## src/rtl/mmms_pkg.sv

```systemverilog
// ----------------------------------------------------------------------------
// mmms_pkg
// Shared constants and types for the mean / median / mode statistics unit.
// ----------------------------------------------------------------------------
package mmms_pkg;

    // width of every value field on the ports
    localparam int DATA_W = 16;

    // job queue between the load side and the compute side
    localparam int QUEUE_DEPTH = 2;
    localparam int QPTR_W      = $clog2(QUEUE_DEPTH);
    localparam int QLVL_W      = $clog2(QUEUE_DEPTH + 1);

    typedef struct packed {
        logic              empty;
        logic [QLVL_W-1:0] level;
    } q_status_t;

endpackage

```

## src/rtl/mmms_front.sv

```systemverilog
// ----------------------------------------------------------------------------
// mmms_front
// Load side: takes one value per beat while not busy, stores it, keeps count, sum and
// overflow, and queues a job when the last value of a set arrives.
// ----------------------------------------------------------------------------
module mmms_front
    import mmms_pkg::*;
#(
    parameter int MAX_ITEMS  = 256,
    parameter int VALUE_BITS = 16,
    localparam int CNT_W     = $clog2(MAX_ITEMS + 1),
    localparam int IDX_W     = (MAX_ITEMS > 1) ? $clog2(MAX_ITEMS) : 1,
    localparam int SUM_W     = VALUE_BITS + CNT_W,
    localparam int JOB_W     = SUM_W + CNT_W + 2
)
(
    input  logic                clk,
    input  logic                rst_n,
    input  logic                start,
    input  logic [DATA_W-1:0]   sample_value,
    input  logic                last_item,
    input  q_status_t           q_stat,
    input  logic                back_active,
    output logic                busy,
    output logic                wr_en,
    output logic [IDX_W:0]      wr_addr,
    output logic [VALUE_BITS-1:0] wr_data,
    output logic                push,
    output logic [JOB_W-1:0]    push_data
);

    logic [CNT_W-1:0]      count_reg, count_next;
    logic [SUM_W-1:0]      sum_reg, sum_next;
    logic                  ovf_reg, ovf_next;
    logic                  bank_reg, bank_next;
    logic [QLVL_W:0]       outstanding;
    logic                  accept;
    logic                  has_room;
    logic [VALUE_BITS-1:0] v;
    logic [CNT_W-1:0]      cnt_new;
    logic [SUM_W-1:0]      sum_new;
    logic                  ovf_new;

    // each set in the queue or under compute holds one bank of the store
    assign outstanding = {1'b0, q_stat.level} + (QLVL_W + 1)'(back_active);
    assign busy        = (outstanding >= (QLVL_W + 1)'(QUEUE_DEPTH));
    assign accept      = start && !busy;

    assign has_room = (count_reg < CNT_W'(MAX_ITEMS));
    assign v        = VALUE_BITS'(sample_value);
    assign cnt_new  = has_room ? (count_reg + 1'b1) : count_reg;
    assign sum_new  = has_room ? (sum_reg + SUM_W'(v)) : sum_reg;
    assign ovf_new  = ovf_reg | ~has_room;

    assign wr_en     = accept && has_room;
    assign wr_addr   = {bank_reg, count_reg[IDX_W-1:0]};
    assign wr_data   = v;
    assign push      = accept && last_item;
    assign push_data = {bank_reg, cnt_new, sum_new, ovf_new};

    always_comb
    begin
        count_next = count_reg;
        sum_next   = sum_reg;
        ovf_next   = ovf_reg;
        bank_next  = bank_reg;
        if (accept)
        begin
            if (last_item)
            begin
                // close the set and move to the other bank
                count_next = '0;
                sum_next   = '0;
                ovf_next   = 1'b0;
                bank_next  = ~bank_reg;
            end
            else
            begin
                count_next = cnt_new;
                sum_next   = sum_new;
                ovf_next   = ovf_new;
            end
        end
    end

    always_ff @(posedge clk or negedge rst_n)
    begin
        if (!rst_n)
        begin
            count_reg <= '0;
            sum_reg   <= '0;
            ovf_reg   <= 1'b0;
            bank_reg  <= 1'b0;
        end
        else
        begin
            count_reg <= count_next;
            sum_reg   <= sum_next;
            ovf_reg   <= ovf_next;
            bank_reg  <= bank_next;
        end
    end

endmodule

```

## config.mk

```make
export PLATFORM = sky130hd
export DESIGN_NAME = mmms_front
export DESIGN_NICKNAME = d
export VERILOG_FILES = /design/src/rtl/mmms_pkg.sv /design/src/rtl/mmms_front.sv
export SDC_FILE = /design/constraint.sdc
export NUM_CORES = 1
export LEC_CHECK = 0
export ABC_AREA = 1
export CAP_MARGIN = 20
export CORE_AREA = 2 2 108 84
export DETAILED_ROUTE_END_ITERATION = 7
export DIE_AREA = 0 0 110 86
export DONT_BUFFER_PORTS = 1
export MAX_ROUTING_LAYER = met4
export SYNTH_ARGS = -nofsm -noshare
export SYNTH_HDL_FRONTEND = slang
export SYNTH_SLANG_ARGS = --single-unit
```

## constraint.sdc

```tcl
create_clock -name clk -period 3.9 [get_ports clk]
set_input_delay 0.39 -clock clk [delete_from_list [all_inputs] [get_ports clk]]
set_output_delay 0.39 -clock clk [all_outputs]
set_load 0.05 [all_outputs]
```

* Yosys cells after proc, flatten, opt, wreduce, memory -nomap -nowiden
Cells that the tools add are included.
Storage, ports and cells: register bits 36, output and inout bits 64, input port bits 24
Cells by class: bitwise logic cells 3, $add $sub $neg 3, $lt $le $gt $ge 2, reductions and logical operators 5, multiplexer cells 5
Operator list (number):
- $mux W25 | 2
- $add A25 B16 Y25 | 1
- $mux W9 | 2
- $add A9 B1 Y9 const B | 1
- $lt A9 B9 Y1 const B | 1
- $add A2 B1 Y3 | 1
- $ge A3 B2 Y1 const B | 1
- $logic_and A1 B1 Y1 | 3
- $not A1 Y1 | 2
- $reduce_and A2 Y1 | 1
- $logic_not A1 Y1 | 1
- $mux W1 | 1
- $or A1 B1 Y1 | 1

* Logic depth before layout (Yosys ltp)
depth in word-level cells 5, mapped depth 15, gate-level depth less buffers 15

* Worst setup path before layout
OpenSTA, ideal clock, no wires.
kind reg-to-output, start point reg count_reg[0], end point out push_data[34], stages on the path, launching flop included 4, required time 3.510 ns, path buffers 0, data arrival time 2.332 ns, slack 1.178 ns, path through dfrtp_1 > ha_1 > nand3_1 > o41ai_1
Between the ends: word-level cells in the longest chain between the ends 2
RTL lines:
- start, declared | RTL line mmms_front.sv:32 | logic [CNT_W-1:0] count_reg, count_next;
- start signal, assigned | RTL line mmms_front.sv:97 | count_reg <= count_next;
- $add A9 B1 Y9 or $lt A9 B9 Y1 (tied branches) | RTL line mmms_front.sv:51, mmms_front.sv:49
- $mux W9 (*) | RTL line mmms_front.sv:51 | assign cnt_new = has_room ? (count_reg + 1'b1) : count_reg;
- end, declared | RTL line mmms_front.sv:29 | output logic [JOB_W-1:0] push_data
Mark *: on every way between the ends. The rest lies on a longest branch, timed or not.

* Final worst setup path
start point reg sum_reg[0], end point out push_data[25]
Between the ends: word-level cells in the longest chain between the ends 2
RTL lines:
- start, declared | RTL line mmms_front.sv:33 | logic [SUM_W-1:0] sum_reg, sum_next;
- start signal, assigned | RTL line mmms_front.sv:98 | sum_reg <= sum_next;
- $add A25 B16 Y25 | RTL line mmms_front.sv:52 | assign sum_new = has_room ? (sum_reg + SUM_W'(v)) : sum_reg;
- $mux W25 | RTL line mmms_front.sv:52
No other way between the ends.

==> summary.txt <==
Synth
  • Most frequent cells after synthesis: nand2_1 (208), inv_1 (74), dfrtp_1 (36), nand3_1 (36), buf_4 (27)
  • Post-synth cell types: 33
  • Syn Inst Count: 530
  • #FFs+latches synth: 36
  • Top cell type's share of synthesized area: 27.0%
  • Synth area leader: dfrtp_1
  • Ys async rst share: 100%
  • Syn Area/Cell: 6.30 µm²
  • Post-synth EDFFs: 0
  • Seq/Total Area, Yosys: 27.0%
  • Mapped Nets: around 570
  • Synth area leaders: dfrtp_1 (27%), nand2_1 (23%), inv_1 (8.3%)
  • Mapped Area: 3340 µm²
  • Top-count cell post-synth: nand2_1
  • Most common flop cell mapped by yosys: dfrtp_1
  • Warnings, synthesis: 0

Worst setup path
  • CP Data Arrival Time: 2.64 ns
  • Worst reg2reg startpoint: sum_reg[0]
  • Req. time, crit path: 3.51 ns
  • FF-to-FF End: sum_reg[8]
  • R2r setup slk: 1.39 ns
  • R2r worst-path depth: 12
  • CP Class: reg -> out
  • Critical path endpoint category: output port
  • CP startpoint kind: flop
  • Critical path peak fanout: 6

Drt
  • Vias: 3057
  • Via-to-Cell Ratio: 4.93
  • Antenna Nets Post-Route: 0
  • Pre-Repair DR Iteration Count: 4
  • Wirelength per Cell: between 10 and 15 µm
  • DRT iter0 DRCs: 167
  • DRT Wirelength: 8970 µm
  • DR DRC count: 0

Clocking
  • CTS Buf Count: 5
  • Clk buf depth: 2
  • Worst-Skew Late Latency: around 0.29 ns
  • CTS resizes: 0
  • Root Buffer: clkbuf_8
  • Post-CTS setup buffers: 0
  • Clk slew on worst S/H paths: 0.09 ns
  • CTS tree: built
  • Clk sink count: 36
  • H-tree depth: 2

Hold path
  • WHS Endpoint: count_reg[8]
  • Hold path depth: 3
  • HP Start: last_item
  • Hold Path Class: in -> reg

Final layout
  • Antenna diodes: 0
  • Layout cells sized above 1: 8.59%
  • Area delta synth->final: 2.36%
  • Final Instance Area: roughly 3400 µm²
  • Max reg flops: 25
  • Final nets: 553

Power
  • PwrDens: slightly above 600 nW/µm²
  • Peak supply drop: roughly 0.00035 V
  • P_sw: approximately 1.2 mW
  • Int Power: 0.856 mW
  • Clock Power Share: 13.5%
  • Flop pwr share: 27.1%
  • Tot Pwr: ~2.1 mW
  • Sw frac: 59.3%
  • Lkg Pwr: 1.91 nW
  • Logic pwr share: between 50 and 60%

Floorplan
  • Core area: 8310 µm²
  • I/O Pins: 88
  • Chip height: roughly 86 µm
  • Die Area: 9460 µm²
  • Row cnt: 29
  • Die width: approximately 110 µm
  • Initial core utilization: 40.2%

Global route
  • Gr usage total: 20.5%
  • Largest net degree at the start of global routing: 37
  • Vias in the first global route: between 2000 and 3000
  • Global-route wire length before repair: about 14000 µm
  • Initial antenna violation count: 0
  • Global route overflow: 0

Timing
  • Final period util: 77.8%
  • Setup ws final: 0.865 ns
  • Max Clk Rate: 330 MHz
  • RSZ-0062 raised after global routing: false
  • Setup TNS: 0 ns
  • Worst-Margin Slew: 1.15 ns
  • Endpoints failing setup: 0
  • Max_slew headroom: 22.6%
  • Max Transition Viols Final: 0
  • Hold slack: 0.296 ns
  • Tmin final: 3.03 ns
  • Final Hold Fails: 0
  • Max Clock Skew: between 0.004 and 0.005 ns

Placed design
  • Post-placement setup slack: 1.17 ns
  • Placed cell area: between 3000 and 4000 µm²
  • HPWL after detailed placement: roughly 6700 µm
  • Final RePlAce weighted congestion: 0.879
  • PortBufs: 0

Flow run
  • Max_cap viols: 0

Outcome
  • Status: completed
==> through the flow <==
stage,cells,utilization [%]
finish,620,41.2
global route,620,41.2
CTS,620,41.2
detailed placement,610,39.7
global placement,610,39.7
floorplan,530,-
==> cell type report <==
cell class	count	area, µm²
clock buffer	5	68.8
clock inverter	3	18.8
fill	882	4890
inverter	75	282
multi-input combinational	382	1920
sequential	36	901
tap	108	135
timing repair buffer	11	97.6
==> layout by cell type, fill, tap and decap left out, drive strengths merged, types with 2 or more instances in the layout <==
cell type,instances
a21oi,13
a22o,3
a31oi,2
and2,4
buf,10
clkbuf,5
clkinv,3
dfrtp,36
ha,17
inv,75
nand2,218
nand3,41
nand3b,4
nand4,6
nor2,27
nor3,9
o21ai,18
o22ai,3
or2,4
xnor2,2
xor2,7
==> power groups by stage <==
stage	Sequential (mW)	Combinational (mW)	Clock, mW
2_1_floorplan	0.495	1.19	0
3_3_place_gp	0.574	1.23	0
3_5_place_dp	0.578	1.24	0
4_1_cts	0.571	1.26	0.298
5_1_grt	0.579	1.37	0.313
6_report	0.570	1.25	0.284
==> what timing repair did <==
action,in CTS,in global routing
hold buffers,2,0
hold endpoints to repair,36,0
endpoints found under the setup margin,0,0
==> worst max-delay path by stage <==
stage          cells after the start       startpoint             to  slack, ns
3_3_place_gp                      14  sample_value[0]  push_data[25]       1.22
5_1_grt                           14       sum_reg[0]  push_data[25]       0.61
4_1_cts                           14       sum_reg[0]  push_data[25]       0.85
6_report                          14       sum_reg[0]  push_data[25]       0.87
2_1_floorplan                      3     count_reg[0]  push_data[34]       1.18
3_5_place_dp                      14  sample_value[0]  push_data[25]       1.17
==> routing by layer <==
| layer | vias up | global-route usage, % | share of wire (%) |
|---|---|---|---|
| li1 | 1587 | - | - |
| met2 | 75 | 30.2 | 42 |
| met5 | - | - | 0 |
| met1 | 1384 | 28.1 | 50 |
| met3 | 11 | 5.47 | 6.3 |
| met4 | 0 | 4.26 | 1.6 |
==> cell families (layout without fill, tap and decap cells) <==
kind of cell	count (synthesis)	in the layout	synth area share (%)
xor+xnor	9	9	2.36
flops	36	36	27.0
buf+inv	112	94	15.9
simple gates	314	314	40.7
compound gates	41	41	7.08
fa+ha+maj	18	18	6.97
==> critical path, stage by stage (launching register included) <==
cell and delay (ns):
dfrtp_1 0.38, ha_1 0.21, inv_1 0.07, fa_1 0.36
inv_1 0.14, nand3_1 0.12, nand3_1 0.16, nand2_1 0.07
nand2_1 0.11, nand3_2 0.09, nand2_2 0.14, nand2_1 0.07
nand2_1 0.08, nand2_1 0.05, inv_1 0.31
(Power assumes the default switching activity.)
