File: src/rtl/mmms_pkg.sv
// ----------------------------------------------------------------------------
// mmms_pkg
// Shared constants and types for the mean / median / mode statistics unit.
// ----------------------------------------------------------------------------
package mmms_pkg;

    // width of every value field on the ports
    localparam int DATA_W = 16;

    // job queue between the load side and the compute side
    localparam int QUEUE_DEPTH = 2;
    localparam int QPTR_W      = $clog2(QUEUE_DEPTH);
    localparam int QLVL_W      = $clog2(QUEUE_DEPTH + 1);

    typedef struct packed {
        logic              empty;
        logic [QLVL_W-1:0] level;
    } q_status_t;

endpackage

File: src/rtl/mmms_jobq.sv
// ----------------------------------------------------------------------------
// mmms_jobq
// Two-entry queue of closed sets waiting for the compute side.
// ----------------------------------------------------------------------------
module mmms_jobq
    import mmms_pkg::*;
#(
    parameter int W = 36
)
(
    input  logic         clk,
    input  logic         rst_n,
    input  logic         push,
    input  logic [W-1:0] push_data,
    input  logic         pop,
    output logic [W-1:0] pop_data,
    output q_status_t    q_stat
);

    logic [W-1:0]      q_mem [QUEUE_DEPTH];
    logic [QPTR_W-1:0] wr_ptr_reg, wr_ptr_next;
    logic [QPTR_W-1:0] rd_ptr_reg, rd_ptr_next;
    logic [QLVL_W-1:0] level_reg, level_next;
    logic              do_push;
    logic              do_pop;

    assign do_push = push && (level_reg != QLVL_W'(QUEUE_DEPTH));
    assign do_pop  = pop && (level_reg != '0);

    assign pop_data     = q_mem[rd_ptr_reg];
    assign q_stat.empty = (level_reg == '0);
    assign q_stat.level = level_reg;

    always_comb
    begin
        wr_ptr_next = wr_ptr_reg;
        rd_ptr_next = rd_ptr_reg;
        level_next  = level_reg;
        if (do_push)
        begin
            wr_ptr_next = wr_ptr_reg + 1'b1;
        end
        if (do_pop)
        begin
            rd_ptr_next = rd_ptr_reg + 1'b1;
        end
        if (do_push && !do_pop)
        begin
            level_next = level_reg + 1'b1;
        end
        else if (do_pop && !do_push)
        begin
            level_next = level_reg - 1'b1;
        end
    end

    always_ff @(posedge clk or negedge rst_n)
    begin
        if (!rst_n)
        begin
            wr_ptr_reg <= '0;
            rd_ptr_reg <= '0;
            level_reg  <= '0;
        end
        else
        begin
            wr_ptr_reg <= wr_ptr_next;
            rd_ptr_reg <= rd_ptr_next;
            level_reg  <= level_next;
        end
    end

    always_ff @(posedge clk)
    begin
        if (do_push)
        begin
            q_mem[wr_ptr_reg] <= push_data;
        end
    end

endmodule

File: config.mk
export PLATFORM = sky130hd
export DESIGN_NAME = mmms_jobq
export DESIGN_NICKNAME = d
export VERILOG_FILES = /design/src/rtl/mmms_pkg.sv /design/src/rtl/mmms_jobq.sv
export SDC_FILE = /design/constraint.sdc
export NUM_CORES = 1
export LEC_CHECK = 0
export BUFFER_PORTS_ARGS = -buffer_cell sky130_fd_sc_hd__buf_4
export CORE_ASPECT_RATIO = 1.25
export CORE_MARGIN = 2
export CORE_UTILIZATION = 45
export CTS_CLUSTER_DIAMETER = 80
export DETAILED_ROUTE_END_ITERATION = 16
export GPL_TIMING_DRIVEN = 0
export PLACE_DENSITY = 0.75
export REMOVE_ABC_BUFFERS = 1
export SKIP_CTS_REPAIR_TIMING = 1
export SYNTH_ARGS = -nofsm -noshare
export SYNTH_HDL_FRONTEND = slang
export SYNTH_SLANG_ARGS = --single-unit
File: constraint.sdc
create_clock -name clk -period 2.7 [get_ports clk]
set_input_delay 0.27 -clock clk [delete_from_list [all_inputs] [get_ports clk]]
set_output_delay 0.27 -clock clk [all_outputs]
set_load 0.01 [all_outputs]
# [Word level (Yosys, flattened, before mapping)]
# Memories as Yosys holds them, arrays and structs flattened.
# Index checks and enable logic that the tools add are counted.
[classes] n_reduce_logical=9 shift=0 n_eq_ne=1 muxes=4 order_cmp=0 bitwise=0 mul=0 div_mod_pow=0 n_addsub=4
[ops] operator="logical AND 1 bit" n=4
[ops] operator="two-way mux 2 bit" n=2
[ops] operator="nonzero test 2 bit" n=2
[ops] operator="adder 1 bit, second input constant" n=2
[ops] operator="adder 2 x 1 -> 2 bit, second input constant" n=1
[ops] operator="zero test 1 bit" n=2
[ops] operator="zero test 2 bit" n=1
[ops] operator="two-way mux 1 bit" n=2
[ops] operator="inequality test 2 bit, second input constant" n=1
[ops] operator="subtractor 2 x 1 -> 2 bit, second input constant" n=1
[totals] rom_bits=0 ramBits=72 out_inout_bits=39 mem_count=1 in_bits=40 register_bits=4 latch_bits=0
[mem_list] memory="q_mem" words=2 word_bits=36 rd=1 rd_clocked_by_memory_dff=0 wr=1 line="mmms_jobq.sv:20" text="logic [W-1:0] q_mem [QUEUE_DEPTH];"

# [Longest topological paths before layout]
# Gate-level depths: netlist of the first run.
[depth] depth_word=6 mapped_depth=7 depth_no_buf=7

# [Worst setup path before layout of the first run]
# Ideal clock, no wire load.
[synth_path] path_kind="flip-flop to flip-flop" from="reg level_reg[1]" to="mem q_mem[0][0], enable pin" setup_ns=0.429 stages_incl_launch_ff=4 period_less_slack_ns=2.572 t_required_ns=2.271 path_slack_ns=0.128 arrival_time_ns=2.143 path_cell_list="dfrtp_1 -> inv_1 -> o21ai_2 -> nor2_1"
[synth_via] elab_chain_len=4
[synth_rtl] element="from (decl)" line="mmms_jobq.sv:23" text="logic [QLVL_W-1:0] level_reg, level_next;"
[synth_rtl] element="from (signal assigned)" line="mmms_jobq.sv:69" text="level_reg <= level_next;"
[synth_rtl] element="inequality test 2 bit" line="mmms_jobq.sv:27" text="assign do_push = push && (level_reg != QLVL_W'(QUEUE_DEPTH));"
[synth_rtl] element="logical AND 1 bit" line="mmms_jobq.sv:27"
[synth_rtl] element="two-way mux 1 bit" line="mmms_jobq.sv:75" text="if (do_push)"
[synth_rtl] element="two-way mux 1 bit (implied by the code)" line="mmms_jobq.sv:77" text="q_mem[wr_ptr_reg] <= push_data;"
[synth_rtl] element="to (decl)" line="mmms_jobq.sv:20"
# No other way between the ends.

# [Final worst setup path of the first run]
[layout_path] from="reg rd_ptr_reg" to="out pop_data[19]"
[layout_via] elab_chain_len=1
[layout_rtl] element="from (decl)" line="mmms_jobq.sv:22" text="logic [QPTR_W-1:0] rd_ptr_reg, rd_ptr_next;"
[layout_rtl] element="from (signal assigned)" line="mmms_jobq.sv:68" text="rd_ptr_reg <= rd_ptr_next;"
[layout_rtl] element="memory read (2 x 36 bit)"
[layout_rtl] element="to (decl)" line="mmms_jobq.sv:16" text="output logic [W-1:0] pop_data,"
# No other way between the ends.

==> results of run 1 <==
==> power by group <==
group / total, W / switching (W) / internal, W
sequential: 0.00176 / 0.000139 / 0.00162
combinational: 0.00148 / 0.000635 / 0.000845
clock: 0.000692 / 0.000361 / 0.000330
total: 0.00393 / 0.00114 / 0.00279
==> final cells by class <==
type | instances | area (µm²) | share of cell area
Clock buffer | 13 | 138.9 | 0.03636
Clock inverter | 3 | 15.01 | 0.003931
Inverter | 3 | 11.26 | 0.002948
Multi-Input combinational cell | 48 | 614.3 | 0.1608
Sequential cell | 76 | 2263 | 0.5925
Tap cell | 85 | 106.4 | 0.02784
Timing Repair Buffer | 82 | 670.6 | 0.1756
==> metrics by stage <==
stage	cells	setup slack [ns]	power, W
after CTS	309	0.6493	0.003990
final	310	0.6854	0.003928
after global routing	310	0.6019	0.004132
after floorplan	127	0.1276	0.002607
after global placement	290	-0.7232	0.003209
after detailed placement	293	0.9768	0.003293
==> placed cells by master (no fill, tap or decap), types with 2 or more instances in the layout <==
cell / count
clkbuf_8: 9
clkbuf_1: 4
buf_16: 2
clkinv_2: 3
dfrtp_1: 3
mux2_4: 29
buf_4: 78
xnor2_1: 4
nor2_1: 2
mux2_1: 7
inv_1: 3
edfxtp_1: 72
nor2_4: 2
==> cells by family after synthesis <==
group           count (synthesis)  synth area share
flops                          76            0.7753
mux                            36            0.1762
buf+inv                         7           0.01930
xor+xnor                        5           0.01501
simple gates                    4          0.005144
compound gates                  2          0.004716
fa+ha+maj                       1          0.004287
==> worst max-delay path, stage by stage (launching register included) <==
cell and delay, ns:
dfrtp_2 0.62, buf_12 0.29, mux2_1 0.36, buf_4 0.15
==> metal layers <==
metal	wire length, µm	GRT usage
met4	112	0.09848
met2	2776	0.2641
met3	158	0.02692
met5	0	0
met1	1806	0.1440
==> worst min path at each step <==
| stage | endpoint | slack, ns | depth (start not counted) |
|---|---|---|---|
| 2_1_floorplan | level_reg[0]$_DFFE_PN0P_ | -0.03 | 0 |
| 3_3_place_gp | level_reg[1]$_DFFE_PN0P_ | 0.07 | 1 |
| 3_5_place_dp | level_reg[1]$_DFFE_PN0P_ | 0.07 | 1 |
| 4_1_cts | level_reg[0]$_DFFE_PN0P_ | -0.30 | 1 |
| 5_1_grt | q_mem[1][23]$_DFFE_PP_ | 0.10 | 1 |
| 6_report | q_mem[1][21]$_DFFE_PP_ | 0.12 | 1 |
==> reports/metrics.cfg, run 1 <==
[timing]
fin_crit_ns=2.015
setup_viol=0
rsz0062_at_grt=no
fin_crit_sh=0.7461
fmax_mhz=496.4
maxSlewViolCount=0
finalHoldViolations=0
skew_ns=0.01108
worst_slew_pin_slew_ns=0.6387
slew_headroom=0.5732
holdWs_ns=0.1174
tns_ns=0

[setup_path]
r2r-end=q_mem[1][14]$_DFFE_PP_
required_ns=2.43
cp.arrival_ns=1.74
r2r_slack_ns=1.00
cp_max_fo=26
r2r_cells=3
setup.worst_path.class=register to primary output
r2r-start=level_reg[0]$_DFFE_PN0P_
endpoint=pop_data[19]
cp-end-kind=primary output
setup.worst_path.start=rd_ptr_reg$_DFFE_PN0P_
worstSetupStartpointType=register

[drt]
wl_per_cell_um=15.66
drt-initial-drc-count=74
vias=1438
viasPerCell=4.639
antenna_left=0
drcViolationCount=0
drt_wl_total_mm=4.854
dr.pass1.iters=4

[global_routing]
grt_pass1_wl_mm=7.472
grt_max_degree=27
antenna_found_initial=0
grt_overflow=0
gr-usage-all-layers=0.1421
grt_pass1_vias=1617

[power]
ir_worst_vdd_mv=0.7367
p_leak_nw=1.524
powerDensity_mw_per_mm2=1028

[layout]
final_nets=261
final_util=0.6155
drive_gt1_frac=0.5600
diodes=0
areaGrowthSynthToFinish_pct=30.92
fillers=486
largest_register_ff_count=72
finish.instance_area_mm2=0.003820

[synth]
yosysWarnings=0
syn_area_per_cell_um2=22.27
synthTopCellsByCount=edfxtp_1 (72), mux2_4 (29), mux2_1 (7)
synthCells=131
synthTopCellsByArea=edfxtp_1 (74%), mux2_4 (15%), dfrtp_1 (3.4%)
synth_cell_types=12
synth_ff_type=edfxtp_1
yosysTopAreaCellShare=0.7410
synth_most_common_cell=edfxtp_1
synth-seq-cells=76
synth_area_mm2=0.002918
async_flop_share=0.05263
ys_seq_area_frac=0.7753
synth_edf_count=72
synth_top_cell_by_area=edfxtp_1

[outcome]
status=finished, final reports clean

[floorplan]
die-height_um=94.03
die_w_um=76.02
dieArea_mm2=0.007148
start_util=0.4702
core-area_mm2=0.006206
rows=32
pin_count=79

[clocking]
cts_num_sinks=76
cts_root_buffer=clkbuf_8
htree_levels=3
path_clk_slew_ns=0.07
cts_made_buffers=9
cts_tree=done
cts_max_path_buffers=2
clk_latency_ns=0.33

[placed_design]
gp_congestion=0.6616
post_dp_cell_area_mm2=0.003656
place_hpwl_mm=3.292
portBuffers=78

[min_path]
worstHoldStart=push_data[21]
hold_path_class=input port to register

[job]
maxCapViolCount=0

No activity file was read; power rests on OpenSTA's default activity.
==> run 2: changes to the inputs <==
--- a/config.mk
+++ b/config.mk
@@ -12,7 +12,7 @@
 export CTS_CLUSTER_DIAMETER = 80
 export DETAILED_ROUTE_END_ITERATION = 16
 export GPL_TIMING_DRIVEN = 0
-export PLACE_DENSITY = 0.75
+export PLACE_DENSITY = 0.78
 export REMOVE_ABC_BUFFERS = 1
 export SKIP_CTS_REPAIR_TIMING = 1
 export SYNTH_ARGS = -nofsm -noshare
==> constraint.sdc (replaced) <==
create_clock -name clk -period 1.8 [get_ports clk]
set_input_delay 0.18 -clock clk [delete_from_list [all_inputs] [get_ports clk]]
set_output_delay 0.18 -clock clk [all_outputs]
set_load 0.01 [all_outputs]
==> reports/metrics.cfg, run 2 (synthesis results as in run 1) <==
[drt]
wl_per_cell_um=15.29  ; was 15.66 µm
drt_wl_total_mm=4.815  ; was 4.854 mm
wirelength_met1_mm=1.838  ; was 1.806 mm
antenna_left=0  ; unchanged
drcViolationCount=0  ; unchanged
route.met2.wl_mm=2.677  ; was 2.776 mm
dr_wl_met3_um=177  ; was 158 µm
viasPerCell=4.590  ; was 4.639
drt-initial-drc-count=84  ; was 74
dr.pass1.iters=4  ; unchanged
top_layer=met4  ; unchanged
vias=1446  ; was 1438

[setup_path]
slowest_stage=dfrtp_4  ; was dfrtp_2
cp.arrival_ns=1.53  ; was 1.74 ns
worstSetupStartpointType=register  ; unchanged
setup.worst_path.class=register to primary output  ; unchanged
crit_top_cell=buf_4
cp_max_fo=13  ; was 26
crit_chain=buf_4 -> mux2_1 -> buf_4  ; was buf_12 -> mux2_1 -> buf_4
max_stage_delay_ns=0.49  ; was 0.62 ns
required_ns=1.62  ; was 2.43 ns
cp-end-kind=primary output  ; unchanged

[outcome]
status=finished, final reports clean  ; unchanged

[timing]
fin_crit_ns=1.706
rsz0062_at_grt=no  ; unchanged
finalHoldViolations=0  ; unchanged
setup_viol=0  ; unchanged
finalWorstSetupSlack_ns=0.09420  ; was 0.6854 ns
fin_crit_sh=0.9477
worst_slew_pin_slew_ns=0.3417  ; was 0.6387 ns
maxSlewViolCount=0  ; unchanged
fmax_mhz=586.2
skew_ns=0.006914  ; was 0.01108 ns
slew_headroom=0.7721  ; was 0.5732

[global_routing]
grt_pass1_wl_mm=7.403  ; was 7.472 mm
grt_pass1_vias=1538  ; was 1617
grt_max_degree=23  ; was 27
grt_overflow=0  ; unchanged
gr-usage-all-layers=0.1426  ; was 0.1421
antenna_found_initial=0  ; unchanged

[floorplan]
die-height_um=94.03  ; unchanged
die_w_um=76.02  ; unchanged
pin_count=79  ; unchanged
dieArea_mm2=0.007148  ; unchanged
rows=32  ; unchanged
start_util=0.4702  ; unchanged
core-area_mm2=0.006206  ; unchanged

[clocking]
cts_made_buffers=9  ; unchanged
cts_max_path_buffers=2  ; unchanged
cts_tree=done  ; unchanged
cts_num_sinks=76  ; unchanged
cts_root_buffer=clkbuf_8  ; unchanged
htree_levels=3  ; unchanged
clk_latency_ns=0.34  ; was 0.33 ns
path_clk_slew_ns=0.07  ; about the same

[layout]
areaGrowthSynthToFinish_pct=33.06  ; was 30.92%
drive_gt1_frac=0.5609  ; was 0.5600
final_cell_count_no_fill=315  ; was 310
final_cell_mix=buf_4 (81), edfxtp_1 (72), mux2_4 (29), clkbuf_8 (9), mux2_1 (7)  ; was buf_4 (78), edfxtp_1 (72), mux2_4 (29), clkbuf_8 (9), mux2_1 (7)
final_util=0.6256  ; was 0.6155
final_nets=266  ; was 261
diodes=0  ; unchanged
final_common_cell=buf_4  ; unchanged
largest_register_ff_count=72  ; unchanged
fillers=484  ; was 486

[placed_design]
gp_congestion=0.6313  ; was 0.6616
place_hpwl_mm=3.278  ; was 3.292 mm
dp_cells=293  ; unchanged
portBuffers=78  ; unchanged
dp_slack_ns=0.09076  ; was 0.9768 ns

[power]
p_leak_nw=1.552  ; was 1.524 nW
powerDensity_mw_per_mm2=1547  ; was 1028 mW/mm²
ir_worst_vdd_mv=1.152  ; was 0.7367 mV

[min_path]
hold_path_class=input port to register  ; unchanged

[job]
maxCapViolCount=0  ; unchanged

==> run 2: cell count changes in the layout (fill, tap and decap cells not counted), sizes merged <==
| cell | before | now |
|---|---|---|
| clkinv | 3 | 4 |
| clkbuf | 13 | 12 |
| buf | 81 | 86 |
==> run 2: path summary, 6_finish.rpt <==
path	start	endpoint	slack, ns	depth (start not counted)
max in group asynchronous	rst_n	rd_ptr_reg$_DFFE_PN0P_	1.51	2
min in group asynchronous	rst_n	level_reg[1]$_DFFE_PN0P_	0.17	2
hold reg to reg	wr_ptr_reg$_DFFE_PN0P_	wr_ptr_reg$_DFFE_PN0P_	0.56	1
setup / recovery	rd_ptr_reg$_DFFE_PN0P_	pop_data[21]	0.09	3
hold / removal	push_data[3]	q_mem[1][3]$_DFFE_PP_	0.02	1
setup reg to reg	level_reg[0]$_DFFE_PN0P_	level_reg[1]$_DFFE_PN0P_	0.16	6
==> run 2: cell type report <==
class,count,area (µm²),area share
flip-flops and latches,76,2266,0.5836
repair buffers,87,733.2,0.1888
multi-input cells,48,614.3,0.1582
clock buffers,12,135.1,0.03481
well taps,85,106.4,0.02739
clock inverters,4,16.27,0.004189
inverters,3,11.26,0.002900
==> run 2: layer usage <==
layer  vias to the layer above  global-route usage
li1                        690                   -
met3                        11             0.03654
met2                        38              0.2545
met4                         0             0.09545
met1                       707              0.1488
met5                         -                   0
==> run 2: power by group <==
group / switching, W / internal [W]
logic: 0.00104 / 0.00136
registers: 0.000142 / 0.00243
clock network: 0.000546 / 0.000486
==> run 2: metrics by stage <==
| stage | power [W] | setup TNS [ns] | instance area, µm² | hold slack, ns |
|---|---|---|---|---|
| 2_1_floorplan | 0.003911 | -61.28 | 2873 | -0.1156 |
| 3_3_place_gp | 0.004817 | -146.26 | 3565 | -0.02186 |
| 3_5_place_dp | 0.004936 | 0 | 3656 | -0.01940 |
| 4_1_cts | 0.005966 | -3.992 | 3807 | -0.3887 |
| 5_1_grt | 0.006324 | 0 | 3882 | 0.001323 |
| 6_report | 0.006006 | 0 | 3882 | 0.02343 |
==> run 2: critical path: cells and delay by family (launching register included) <==
kind	cells	cell delay (ns)
multiplexers	1	0.33
buffers and inverters	2	0.37
flip-flops	1	0.49
